### src/lpr_pkg.sv
// shared constants and types for the line point rasterizer
// no dependencies
package lpr_pkg;

  // default coordinate width
  localparam int LPR_COORD_BITS = 5;
  // symbol width
  localparam int LPR_SYM_BITS = 8;
  // depth of the queue between front and back
  localparam int LPR_QUEUE_DEPTH = 2;

  // queue status seen by both sides
  typedef struct packed {
    logic full;
    logic empty;
  } q_stat_t;

endpackage

### src/lpr_queue.sv
// small request queue between the front and back parts
// depends on lpr_pkg
module lpr_queue import lpr_pkg::*; #(
  parameter int WIDTH = 8,
  parameter int DEPTH = LPR_QUEUE_DEPTH
) (
  input  logic             clk,
  input  logic             rst_n,
  input  logic             push,
  input  logic [WIDTH-1:0] push_data,
  input  logic             pop,
  output logic [WIDTH-1:0] pop_data,
  output q_stat_t          stat
);

  localparam int PW = (DEPTH > 1) ? $clog2(DEPTH) : 1;
  localparam int NW = $clog2(DEPTH + 1);

  logic [WIDTH-1:0] mem_r [DEPTH];
  logic [PW-1:0]    wr_ptr_r, wr_ptr_nxt;
  logic [PW-1:0]    rd_ptr_r, rd_ptr_nxt;
  logic [NW-1:0]    count_r, count_nxt;
  logic             do_push, do_pop;

  assign stat.full  = (count_r == NW'(DEPTH));
  assign stat.empty = (count_r == '0);
  assign do_push    = push && !stat.full;
  assign do_pop     = pop && !stat.empty;
  assign pop_data   = mem_r[rd_ptr_r];

  // pointer and fill count update
  always_comb begin
    wr_ptr_nxt = wr_ptr_r;
    rd_ptr_nxt = rd_ptr_r;
    count_nxt  = count_r;
    if (do_push) begin
      wr_ptr_nxt = (wr_ptr_r == PW'(DEPTH - 1)) ? '0 : wr_ptr_r + PW'(1);
    end
    if (do_pop) begin
      rd_ptr_nxt = (rd_ptr_r == PW'(DEPTH - 1)) ? '0 : rd_ptr_r + PW'(1);
    end
    if (do_push && !do_pop) begin
      count_nxt = count_r + NW'(1);
    end else if (do_pop && !do_push) begin
      count_nxt = count_r - NW'(1);
    end
  end

  always_ff @(posedge clk) begin
    if (!rst_n) begin
      wr_ptr_r <= '0;
      rd_ptr_r <= '0;
      count_r  <= '0;
    end else begin
      wr_ptr_r <= wr_ptr_nxt;
      rd_ptr_r <= rd_ptr_nxt;
      count_r  <= count_nxt;
    end
  end

  // storage
  always_ff @(posedge clk) begin
    if (do_push) begin
      mem_r[wr_ptr_r] <= push_data;
    end
  end

endmodule

### src/lpr_front.sv
// front part: takes line requests, finds the squared length and its floor root
// depends on lpr_pkg
module lpr_front import lpr_pkg::*; #(
  parameter int COORD_BITS = LPR_COORD_BITS
) (
  input  logic                                        clk,
  input  logic                                        rst_n,
  input  logic                                        in_valid,
  output logic                                        in_ready,
  input  logic [COORD_BITS-1:0]                       in_start_x,
  input  logic [COORD_BITS-1:0]                       in_start_y,
  input  logic [COORD_BITS-1:0]                       in_end_x,
  input  logic [COORD_BITS-1:0]                       in_end_y,
  input  logic [LPR_SYM_BITS-1:0]                     in_symbol,
  input  q_stat_t                                     q_stat,
  output logic                                        q_push,
  output logic [LPR_SYM_BITS+5*COORD_BITS:0]          q_data
);

  localparam int CW = COORD_BITS;
  localparam int LW = CW + 1;
  localparam int SW = 2 * CW + 1;
  localparam int KW = $clog2(LW);

  localparam logic [1:0] F_IDLE = 2'd0;
  localparam logic [1:0] F_ROOT = 2'd1;
  localparam logic [1:0] F_PUSH = 2'd2;

  logic [1:0]              state_r, state_nxt;
  logic [CW-1:0]           sx_r, sy_r, ex_r, ey_r;
  logic [LPR_SYM_BITS-1:0] sym_r;
  logic [SW-1:0]           sum_r;
  logic [LW-1:0]           root_r, root_nxt;
  logic [KW-1:0]           bit_r, bit_nxt;
  logic [CW-1:0]           dx, dy;
  logic [2*CW-1:0]         dx_sq, dy_sq;
  logic [LW-1:0]           cand;
  logic [2*LW-1:0]         cand_sq;
  logic                    accept;

  assign in_ready = (state_r == F_IDLE);
  assign accept   = in_valid && in_ready;

  // absolute differences and squared length
  assign dx    = (in_end_x >= in_start_x) ? in_end_x - in_start_x : in_start_x - in_end_x;
  assign dy    = (in_end_y >= in_start_y) ? in_end_y - in_start_y : in_start_y - in_end_y;
  assign dx_sq = dx * dx;
  assign dy_sq = dy * dy;

  // one root bit per cycle, msb first
  assign cand    = root_r | (LW'(1) << bit_r);
  assign cand_sq = cand * cand;

  always_comb begin
    state_nxt = state_r;
    root_nxt  = root_r;
    bit_nxt   = bit_r;
    unique case (state_r)
      F_IDLE: begin
        if (accept) begin
          state_nxt = F_ROOT;
          root_nxt  = '0;
          bit_nxt   = KW'(LW - 1);
        end
      end
      F_ROOT: begin
        if (cand_sq <= (2*LW)'(sum_r)) begin
          root_nxt = cand;
        end
        if (bit_r == '0) begin
          state_nxt = F_PUSH;
        end else begin
          bit_nxt = bit_r - KW'(1);
        end
      end
      F_PUSH: begin
        if (!q_stat.full) begin
          state_nxt = F_IDLE;
        end
      end
      default: begin
        state_nxt = F_IDLE;
      end
    endcase
  end

  always_ff @(posedge clk) begin
    if (!rst_n) begin
      state_r <= F_IDLE;
    end else begin
      state_r <= state_nxt;
    end
  end

  // request payload and root datapath
  always_ff @(posedge clk) begin
    root_r <= root_nxt;
    bit_r  <= bit_nxt;
    if (accept) begin
      sx_r  <= in_start_x;
      sy_r  <= in_start_y;
      ex_r  <= in_end_x;
      ey_r  <= in_end_y;
      sym_r <= in_symbol;
      sum_r <= SW'(dx_sq) + SW'(dy_sq);
    end
  end

  // hand the request and its root length to the queue
  assign q_push = (state_r == F_PUSH) && !q_stat.full;
  assign q_data = {sym_r, sx_r, sy_r, ex_r, ey_r, root_r};

  // the root handed on is the exact floor square root
  a_root_low: assert property (@(posedge clk) disable iff (!rst_n)
    (state_r == F_PUSH) |-> ((2*LW)'(root_r) * (2*LW)'(root_r) <= (2*LW)'(sum_r)))
    else $error("root too large");

  a_root_high: assert property (@(posedge clk) disable iff (!rst_n)
    (state_r == F_PUSH) |->
      (((2*LW+2)'(root_r) + (2*LW+2)'(1)) * ((2*LW+2)'(root_r) + (2*LW+2)'(1))
        > (2*LW+2)'(sum_r)))
    else $error("root too small");

endmodule

### src/lpr_back.sv
// back part: walks the points of one line with incremental quotient and remainder
// depends on lpr_pkg
module lpr_back import lpr_pkg::*; #(
  parameter int COORD_BITS = LPR_COORD_BITS
) (
  input  logic                                clk,
  input  logic                                rst_n,
  input  q_stat_t                             q_stat,
  input  logic [LPR_SYM_BITS+5*COORD_BITS:0]  q_data,
  output logic                                q_pop,
  output logic                                out_valid,
  input  logic                                out_ready,
  output logic [COORD_BITS-1:0]               out_point_x,
  output logic [COORD_BITS-1:0]               out_point_y,
  output logic [LPR_SYM_BITS-1:0]             out_point_symbol,
  output logic                                out_last_point
);

  localparam int CW = COORD_BITS;
  localparam int LW = CW + 1;
  localparam int RW = LW + 2;

  localparam logic B_IDLE = 1'b0;
  localparam logic B_RUN  = 1'b1;

  logic                    state_r, state_nxt;
  logic [LPR_SYM_BITS-1:0] sym_r;
  logic [CW-1:0]           ex_r, ey_r;
  logic [LW-1:0]           len_r, i_r;
  logic signed [CW:0]      dlx_r, dly_r;
  logic [CW-1:0]           qx_r, qy_r;
  logic signed [RW-1:0]    rx_r, ry_r;
  logic                    out_valid_r;
  logic [CW-1:0]           px_r, py_r;
  logic [LPR_SYM_BITS-1:0] psym_r;
  logic                    plast_r;
  logic [CW-1:0]           j_sx, j_sy, j_ex, j_ey;
  logic [LPR_SYM_BITS-1:0] j_sym;
  logic [LW-1:0]           j_len;
  logic                    take, emit, last_now;
  logic [CW+RW-1:0]        nx, ny;

  // add the step to the remainder and fix the quotient by at most one
  function automatic logic [CW+RW-1:0] step(input logic [CW-1:0] q,
                                            input logic signed [RW-1:0] r,
                                            input logic signed [CW:0] d,
                                            input logic [LW-1:0] len);
    logic signed [RW-1:0] s;
    logic signed [RW-1:0] l;
    l = $signed({2'b00, len});
    s = r + RW'(d);
    if (s >= l) begin
      return {q + CW'(1), s - l};
    end else if (s < 0) begin
      return {q - CW'(1), s + l};
    end
    return {q, s};
  endfunction

  assign {j_sym, j_sx, j_sy, j_ex, j_ey, j_len} = q_data;

  assign take     = !out_valid_r || out_ready;
  assign emit     = (state_r == B_RUN) && take;
  assign last_now = (i_r == len_r);
  assign q_pop    = (state_r == B_IDLE) && !q_stat.empty;
  assign nx       = step(qx_r, rx_r, dlx_r, len_r);
  assign ny       = step(qy_r, ry_r, dly_r, len_r);

  // line sequencer
  always_comb begin
    state_nxt = state_r;
    unique case (state_r)
      B_IDLE: begin
        if (q_pop) begin
          state_nxt = B_RUN;
        end
      end
      B_RUN: begin
        if (emit && last_now) begin
          state_nxt = B_IDLE;
        end
      end
      default: begin
        state_nxt = B_IDLE;
      end
    endcase
  end

  always_ff @(posedge clk) begin
    if (!rst_n) begin
      state_r     <= B_IDLE;
      out_valid_r <= 1'b0;
    end else begin
      state_r <= state_nxt;
      if (emit) begin
        out_valid_r <= 1'b1;
      end else if (out_ready) begin
        out_valid_r <= 1'b0;
      end
    end
  end

  // point walk: numerator = q*len + r, starting at start*len
  always_ff @(posedge clk) begin
    if (q_pop) begin
      sym_r <= j_sym;
      ex_r  <= j_ex;
      ey_r  <= j_ey;
      len_r <= j_len;
      i_r   <= '0;
      dlx_r <= $signed({1'b0, j_ex}) - $signed({1'b0, j_sx});
      dly_r <= $signed({1'b0, j_ey}) - $signed({1'b0, j_sy});
      qx_r  <= j_sx;
      qy_r  <= j_sy;
      rx_r  <= '0;
      ry_r  <= '0;
    end else if (emit) begin
      i_r            <= i_r + LW'(1);
      {qx_r, rx_r}   <= nx;
      {qy_r, ry_r}   <= ny;
    end
  end

  // output register
  always_ff @(posedge clk) begin
    if (emit) begin
      px_r    <= qx_r;
      py_r    <= qy_r;
      psym_r  <= sym_r;
      plast_r <= last_now;
    end
  end

  assign out_valid        = out_valid_r;
  assign out_point_x      = px_r;
  assign out_point_y      = py_r;
  assign out_point_symbol = psym_r;
  assign out_last_point   = plast_r;

  a_count: assert property (@(posedge clk) disable iff (!rst_n)
    (state_r == B_RUN) |-> (i_r <= len_r))
    else $error("point count past line length");

  a_rem: assert property (@(posedge clk) disable iff (!rst_n)
    (state_r == B_RUN) |->
      ((rx_r >= 0) && (ry_r >= 0) &&
       ((len_r == '0) || ((rx_r < $signed({2'b00, len_r})) &&
                          (ry_r < $signed({2'b00, len_r}))))))
    else $error("remainder out of range");

  a_end: assert property (@(posedge clk) disable iff (!rst_n)
    (emit && last_now) |-> ((qx_r == ex_r) && (qy_r == ey_r)))
    else $error("last point is not the end point");

endmodule

### src/line_point_rasterizer.sv
// line point rasterizer: front finds the line length, back emits its points
// depends on lpr_pkg, lpr_front, lpr_queue, lpr_back
// each request passes the front root search, the queue and the back walk in turn
// front finds one root bit per cycle; a new request waits until the last is pushed
// back emits L+1 points per line of length L, one a cycle when out_ready allows
// synchronous active-low reset empties the queue and the output register
module line_point_rasterizer import lpr_pkg::*; #(
  parameter int COORD_BITS = LPR_COORD_BITS
) (
  input  logic                    clk,
  input  logic                    rst_n,
  input  logic                    in_valid,
  output logic                    in_ready,
  input  logic [COORD_BITS-1:0]   in_start_x,
  input  logic [COORD_BITS-1:0]   in_start_y,
  input  logic [COORD_BITS-1:0]   in_end_x,
  input  logic [COORD_BITS-1:0]   in_end_y,
  input  logic [LPR_SYM_BITS-1:0] in_symbol,
  output logic                    out_valid,
  input  logic                    out_ready,
  output logic [COORD_BITS-1:0]   out_point_x,
  output logic [COORD_BITS-1:0]   out_point_y,
  output logic [LPR_SYM_BITS-1:0] out_point_symbol,
  output logic                    out_last_point
);

  localparam int JW = LPR_SYM_BITS + 5 * COORD_BITS + 1;

  q_stat_t         q_stat;
  logic            q_push, q_pop;
  logic [JW-1:0]   q_wdata, q_rdata;

  // request intake and length
  lpr_front #(.COORD_BITS(COORD_BITS)) u_front (
    .clk        (clk),
    .rst_n      (rst_n),
    .in_valid   (in_valid),
    .in_ready   (in_ready),
    .in_start_x (in_start_x),
    .in_start_y (in_start_y),
    .in_end_x   (in_end_x),
    .in_end_y   (in_end_y),
    .in_symbol  (in_symbol),
    .q_stat     (q_stat),
    .q_push     (q_push),
    .q_data     (q_wdata)
  );

  // decoupling queue
  lpr_queue #(.WIDTH(JW), .DEPTH(LPR_QUEUE_DEPTH)) u_queue (
    .clk       (clk),
    .rst_n     (rst_n),
    .push      (q_push),
    .push_data (q_wdata),
    .pop       (q_pop),
    .pop_data  (q_rdata),
    .stat      (q_stat)
  );

  // point generation
  lpr_back #(.COORD_BITS(COORD_BITS)) u_back (
    .clk              (clk),
    .rst_n            (rst_n),
    .q_stat           (q_stat),
    .q_data           (q_rdata),
    .q_pop            (q_pop),
    .out_valid        (out_valid),
    .out_ready        (out_ready),
    .out_point_x      (out_point_x),
    .out_point_y      (out_point_y),
    .out_point_symbol (out_point_symbol),
    .out_last_point   (out_last_point)
  );

endmodule

### config.mk
export PLATFORM = sky130hd
export DESIGN_NAME = line_point_rasterizer
export DESIGN_NICKNAME = d
export VERILOG_FILES = /design/src/lpr_pkg.sv /design/src/lpr_queue.sv /design/src/lpr_front.sv /design/src/lpr_back.sv /design/src/line_point_rasterizer.sv
export SDC_FILE = /design/constraint.sdc
export NUM_CORES = 1
export LEC_CHECK = 0
export BUFFER_PORTS_ARGS = -buffer_cell sky130_fd_sc_hd__buf_2
export CAP_MARGIN = 20
export CORE_AREA = 5 5 149 151
export CTS_BUF_LIST = sky130_fd_sc_hd__clkbuf_8 sky130_fd_sc_hd__clkbuf_16
export DETAILED_ROUTE_END_ITERATION = 16
export DIE_AREA = 0 0 154 156
export PLACE_DENSITY = 0.77
export RECOVER_POWER = 100
export SLEW_MARGIN = 30
export SYNTH_ARGS = -nofsm -noshare
export SYNTH_HDL_FRONTEND = slang
export SYNTH_SLANG_ARGS = --single-unit
### constraint.sdc
create_clock -name clk -period 11.9 [get_ports clk]
set_clock_uncertainty 0.1 [all_clocks]
set_input_delay 0.595 -clock clk [delete_from_list [all_inputs] [get_ports clk]]
set_output_delay 0.595 -clock clk [all_outputs]
set_load 0.02 [all_outputs]
==> impl_metrics.csv, run 1 <==
group,metric,value,unit
outcome,status,"complete, but fails checks",
outcome,violations,"capacitance limit, slew limit",
yosys,yosys_warnings,0,
placed_design,numPortBuffers,52,
setup_path,endpoint_kind,"register",
setup_path,worstPathArrival,6800,ps
setup_path,cp_top_family,"adder cells",
yosys,syn_area_per_cell,11.8,µm²
floorplanning,core,0.0207,mm²
timing,period_share,55.8,%
cts,clock_sinks,202,
cts,cts-buffers-inserted,22,
cts,clk_pin_slew,60,ps
yosys,synthArstFlopShare,0,%
placed_design,hpwl,16600,µm
yosys,ys_types,64,
floorplanning,die_height,156,µm
yosys,yosysTopAreaCellShare,41.9,%
detailed_routing,avgRoutedWirePerCell,16.5,µm
placed_design,placedInstanceArea,0.0128,mm²
placed_design,place.gp.congestion,0.884,
job,max_cap_viol_count,6,
detailed_routing,via_count,7647,
cts,root_buffer,"clkbuf_16",
setup_path,worst_setup_path_start_kind,"input pin",
yosys,synth_most_common_cell,"edfxtp_1",
global_route,grt_max_degree,41,
cts,cts_resized,0,
floorplanning,die_area,0.0240,mm²
global_route,grt_pass1_wl,38100,µm
yosys,ys_seq_area_share,47.0,%
yosys,syn_inst,1038,
yosys,synth_nets,1246,
setup_path,path_cells,"clkbuf_1 > inv_1 > ha_1 > a21o_1 > a21oi_1 > o21ai_0 > mux2i_1 > xnor2_1 > nand2b_1 > fa_1 > inv_1 > fa_1 > inv_1 > fa_1 > inv_1 > fa_1 > fa_1 > ha_1 > a21o_1 > a21oi_1 > nor2b_1 > o21ai_0 > a21oi_1 > xnor2_1",
timing,setup_tns,0,ps
yosys,synthTopCellsByCount,"171 x edfxtp_1, 132 x ha_1, 118 x inv_1",
yosys,synth_area_leaders,"edfxtp_1 42%, ha_1 13%, fa_1 7.2%, dfxtp_1 5.1%, inv_1 3.6%",
detailed_routing,drt_first_pass_iters,5,
timing,fmaxAchievable,0.151,GHz
yosys,synth-edff-count,171,
global_route,antenna_found_initial,0,
detailed_routing,totalWireLength,22900,µm
cts,htreeDepth,1,
setup_path,max_stage_delay,620,ps
timing,finalHoldViolations,0,
layout,drive_above_1_share,6.99,%
floorplanning,num_io_pins,53,
layout,nFillCells,1617,
layout,area_growth_syn_to_layout,9.46,%
floorplanning,rows,53,
detailed_routing,drc,0,
timing,rsz0062_at_grt,"no",
cts,ctsLongestPathBuffers,3,
layout,postLayoutCellArea,0.0134,mm²
setup_path,crit_path_top_delay_cell,"o21ai_0",
timing,tightestPinTransition,2320,ps
yosys,syn_area,0.0122,mm²
floorplanning,die_x,154,µm
layout,fin_nets,1310,
global_route,overflow,0,
floorplanning,start_util,59.2,%
layout,antennaDiodeCount,0,
cts,clock_latency,510,ps
yosys,ys.flop_type,"edfxtp_1",
yosys,yosys.area.top_type,"edfxtp_1",
cts,cts_tree,"done",
worst_hold_path,hold_path.class,"in -> reg",
timing,setup_viol,0,
detailed_routing,via_per_inst,5.50,
setup_path,critPathMostFrequentCell,"fa_1",
global_route,first_global_vias,7848,
detailed_routing,ant_nets,0,
timing,max_slew_margin,-54.9,%
cts,cts_hold_buf,0,
setup_path,worst_ep_required_time,12060,ps
cts,post_cts_buffers,0,
setup_path,cp_max_fo,6,
global_route,grtUsageTotal,19.2,%
timing,slew_violations,226,
detailed_routing,drtIter0Drc,456,
timing,fin_crit,6640,ps
yosys,ys_ff_latch,202,
setup_path,cp_num_buf_inv,5,
setup_path,crit_type,"in -> reg",
## metrics by stage
step / instances / hold slack, ps / setup slack (ps) / utilization, %
global route: 1391 / 146 / 4890 / 64.8
global placement: 1353 / 301 / 5290 / 61.9
floorplan: 1038 / 300 / 5610 / -
detailed placement: 1353 / 307 / 5050 / 61.9
finish: 1391 / 166 / 5260 / 64.8
CTS: 1391 / 150 / 5480 / 65.2
## flip-flops by register name (all words and copies together) (netlist names), 8 cells and up, named ones only
| name | flops |
|---|---|
| u_back.out_point_symbol | 8 |
| u_queue.mem_r | 68 |
| u_front.sum_r | 11 |
| u_back.sym_r | 8 |
| u_back.ry_r | 8 |
| u_back.rx_r | 8 |
| u_front.sym_r | 8 |
## final cells by class
| class | instances | area [µm²] | area share [%] |
|---|---|---|---|
| Clock buffer | 22 | 551 | 4.11 |
| Sequential cell | 202 | 5760 | 43.0 |
| Clock inverter | 16 | 116 | 0.868 |
| Tap cell | 275 | 344 | 2.57 |
| Timing Repair Buffer | 59 | 239 | 1.78 |
| Multi-Input combinational cell | 698 | 5950 | 44.4 |
| Inverter | 119 | 447 | 3.33 |
## cell families after synthesis
group	count (synthesis)	share of synthesized area, %
DFF	202	47.0
and+or+nand+nor	201	7.96
xor gates and xnor gates	77	5.57
adders and majority gates	176	20.7
AOI/OAI and AO/OA	193	10.0
buffers and inverters	138	4.33
muxes	51	4.42
## cells in the final DEF, fill, tap and decap left out, types with 16 or more instances in the layout
cell type,instances
edfxtp_1,171
ha_1,132
inv_1,119
nor2_1,87
a21oi_1,69
clkbuf_1,47
fa_1,44
xnor2_1,43
o21ai_0,40
xor2_1,33
dfxtp_1,31
nand2_1,29
mux2i_1,27
a21o_1,25
clkbuf_16,22
mux2_2,21
nand2b_1,19
nor3_1,16
## final timing paths
check                                       from                              endpoint  slack (ps)  depth (start not counted)
setup / recovery                   in_start_x[1]           u_front.sum_r[10]$_DFFE_PP_        5260                         24
hold / removal                      in_symbol[0]            u_front.sym_r[0]$_DFFE_PP_         170                          1
hold reg to reg        u_back.sym_r[6]$_DFFE_PP_  u_back.out_point_symbol[6]$_DFFE_PP_         320                          0
setup reg to reg  u_front.bit_r[0]$_SDFFCE_PN1P_       u_front.root_r[1]$_SDFFCE_PN0P_        5470                         23
## metal layers
metal	share of wire [%]	up-vias	wire length [µm]	global-route usage, %
li1	-	3794	-	-
met1	44	3648	10200	25.7
met2	49	167	11200	33.2
met3	4.6	38	1040	2.52
met4	2.1	0	491	5.34
met5	0	-	0	0
Power of run 1 is left out: the tool's default activity adds up to more than one toggle a clock period on the data nets, which glitch-free logic cannot reach.
==> run 2: changes to the inputs <==
--- a/config.mk
+++ b/config.mk
@@ -7,10 +7,10 @@
 export LEC_CHECK = 0
 export BUFFER_PORTS_ARGS = -buffer_cell sky130_fd_sc_hd__buf_2
 export CAP_MARGIN = 20
-export CORE_AREA = 5 5 149 151
+export CORE_AREA = 5 5 153 155
 export CTS_BUF_LIST = sky130_fd_sc_hd__clkbuf_8 sky130_fd_sc_hd__clkbuf_16
 export DETAILED_ROUTE_END_ITERATION = 16
-export DIE_AREA = 0 0 154 156
+export DIE_AREA = 0 0 158 160
 export PLACE_DENSITY = 0.77
 export RECOVER_POWER = 100
 export SLEW_MARGIN = 30
==> constraint.sdc (replaced) <==
create_clock -name clk -period 5.7 [get_ports clk]
set_clock_uncertainty 0.1 [all_clocks]
set_input_delay 0.285 -clock clk [delete_from_list [all_inputs] [get_ports clk]]
set_output_delay 0.285 -clock clk [all_outputs]
set_load 0.02 [all_outputs]
==> impl_metrics.csv, run 2 (same netlist as run 1, synthesis figures left out) <==
group,metric,value,unit
outcome,status,"complete, but fails checks",
outcome,violations,"capacitance limit, slew limit",
global_route,first_global_vias,8178,
detailed_routing,via_count,7953,
setup_path,worst_setup_path_start_kind,"input pin",
detailed_routing,drtIter0Drc,566,
placed_design,place.gp.congestion,0.839,
placed_design,dp.cells,1400,
setup_path,crit_type,"in -> reg",
timing,slew_violations,185,
setup_path,cp_max_fo,3,
layout,drive_above_1_share,13.4,%
setup_path,worstPathArrival,5610,ps
layout,regMostFlops,"u_queue.mem_r",
layout,antennaDiodeCount,0,
layout,layout_common_cells,"171 x edfxtp_1, 126 x ha_1, 119 x inv_1",
floorplanning,die_area,0.0253,mm²
timing,fmaxAchievable,0.183,GHz
layout,area_growth_syn_to_layout,16.2,%
floorplanning,start_util,56.4,%
floorplanning,core,0.0217,mm²
layout,instances_no_fill,1473,
setup_path,endpoint_kind,"register",
timing,finalHoldViolations,0,
global_route,grtUsageTotal,19.3,%
placed_design,hpwl,17700,µm
floorplanning,die_height,160,µm
layout,layout_commonest_cell,"edfxtp_1",
timing,setup_viol,0,
layout,reg_top3,"u_queue.mem_r x68, u_front.sum_r x11",
setup_path,worst_ep_required_time,5840,ps
detailed_routing,via_per_inst,5.40,
timing,max_slew_margin,-50.5,%
timing,period_share,95.9,%
floorplanning,rows,54,
cts,htreeDepth,1,
placed_design,post-place-ws,-284,ps
floorplanning,num_io_pins,53,
timing,whs,39.9,ps
detailed_routing,drt_first_pass_iters,5,
job,max_cap_viol_count,6,
detailed_routing,ant_nets,0,
timing,fin_ws,231,ps
cts,cts-buffers-inserted,22,
layout,nFillCells,1617,
layout,fin_nets,1385,
timing,tightestPinTransition,2260,ps
cts,clk_pin_slew,60,ps
global_route,overflow,0,
worst_hold_path,hold_path.class,"in -> reg",
cts,cts_tree,"done",
cts,root_buffer,"clkbuf_16",
detailed_routing,avgRoutedWirePerCell,16.3,µm
cts,clock_latency,510,ps
global_route,antenna_found_initial,0,
cts,ctsLongestPathBuffers,3,
cts,clock_sinks,202,
placed_design,numPortBuffers,52,
layout,largest_reg_flops,68,
global_route,grt_max_degree,41,
detailed_routing,drc,0,
floorplanning,die_x,158,µm
global_route,grt_pass1_wl,39900,µm
timing,fin_crit,5470,ps
detailed_routing,totalWireLength,24100,µm
## run 2: changes by cell type in the layout (fill, tap and decap cells not counted), sizes merged
cell / delta
clkdlybuf4s25: +5
clkinv: -4
dlymetal6s4s: +1
bufinv: +1
inv: +6
dlygate4sd3: +23
clkinvlp: -2
buf: +47
## run 2: timing repair
action                                 in CTS  in global routing
setup buffers                               2                  7
pin swaps                                   0                 36
hold buffers                               29                  0
endpoints found under the hold margin      29                  0
setup endpoints to repair                   6                 10
resized for setup                           2                 37
## run 2: worst paths after layout
path                                   from                                    to  slack, ps  cells after the start
min                                   rst_n             u_back.state_r$_SDFF_PN0_         40                      3
min reg2reg       u_back.sym_r[7]$_DFFE_PP_  u_back.out_point_symbol[7]$_DFFE_PP_        320                      0
max                           in_start_x[0]           u_front.sum_r[10]$_DFFE_PP_        230                     25
max reg2reg  u_front.bit_r[0]$_SDFFCE_PN1P_       u_front.root_r[2]$_SDFFCE_PN0P_        260                     23
## run 2: layout make-up
cell class	count	area, µm²	area share [%]
repair buffers	134	882	6.20
clock inverters	17	133	0.933
flip-flops and latches	202	5760	40.5
inverters	119	447	3.14
multi-input cells	698	6080	42.7
well taps	280	350	2.46
clock buffers	23	576	4.05
## run 2: metrics by stage
step           util, %  setup TNS, ps  area (µm²)
2_1_floorplan        -              0       12300
3_3_place_gp      60.7           -318       13200
3_5_place_dp      60.8          -1060       13200
4_1_cts           65.5              0       14200
5_1_grt           65.6          -15.7       14200
6_report          65.6              0       14200
## run 2: critical path, cell delays in order
cell      delay [ps]
buf_2            100
inv_1             50
ha_1             320
nand2b_1         170
a21o_1           190
a21oi_2          160
o21ai_2           90
mux2i_2          230
xnor2_2          150
nand2b_4         160
fa_1             520
inv_2             40
fa_1             540
inv_2             40
fa_1             470
inv_1             50
fa_1             470
fa_1             580
ha_4             220
a21o_1           160
a21oi_2          150
nor2b_1           60
o21ai_1          150
a21oi_1          100
xnor2_1          140
## run 2: layer usage
layer / part of all wire [%] / global-route usage (%)
met2: 50 / 33.5
met4: 1.6 / 4.19
met1: 44 / 26.0
met5: 0 / 0
met3: 4.4 / 2.52
Power of run 2 is left out for the same reason.
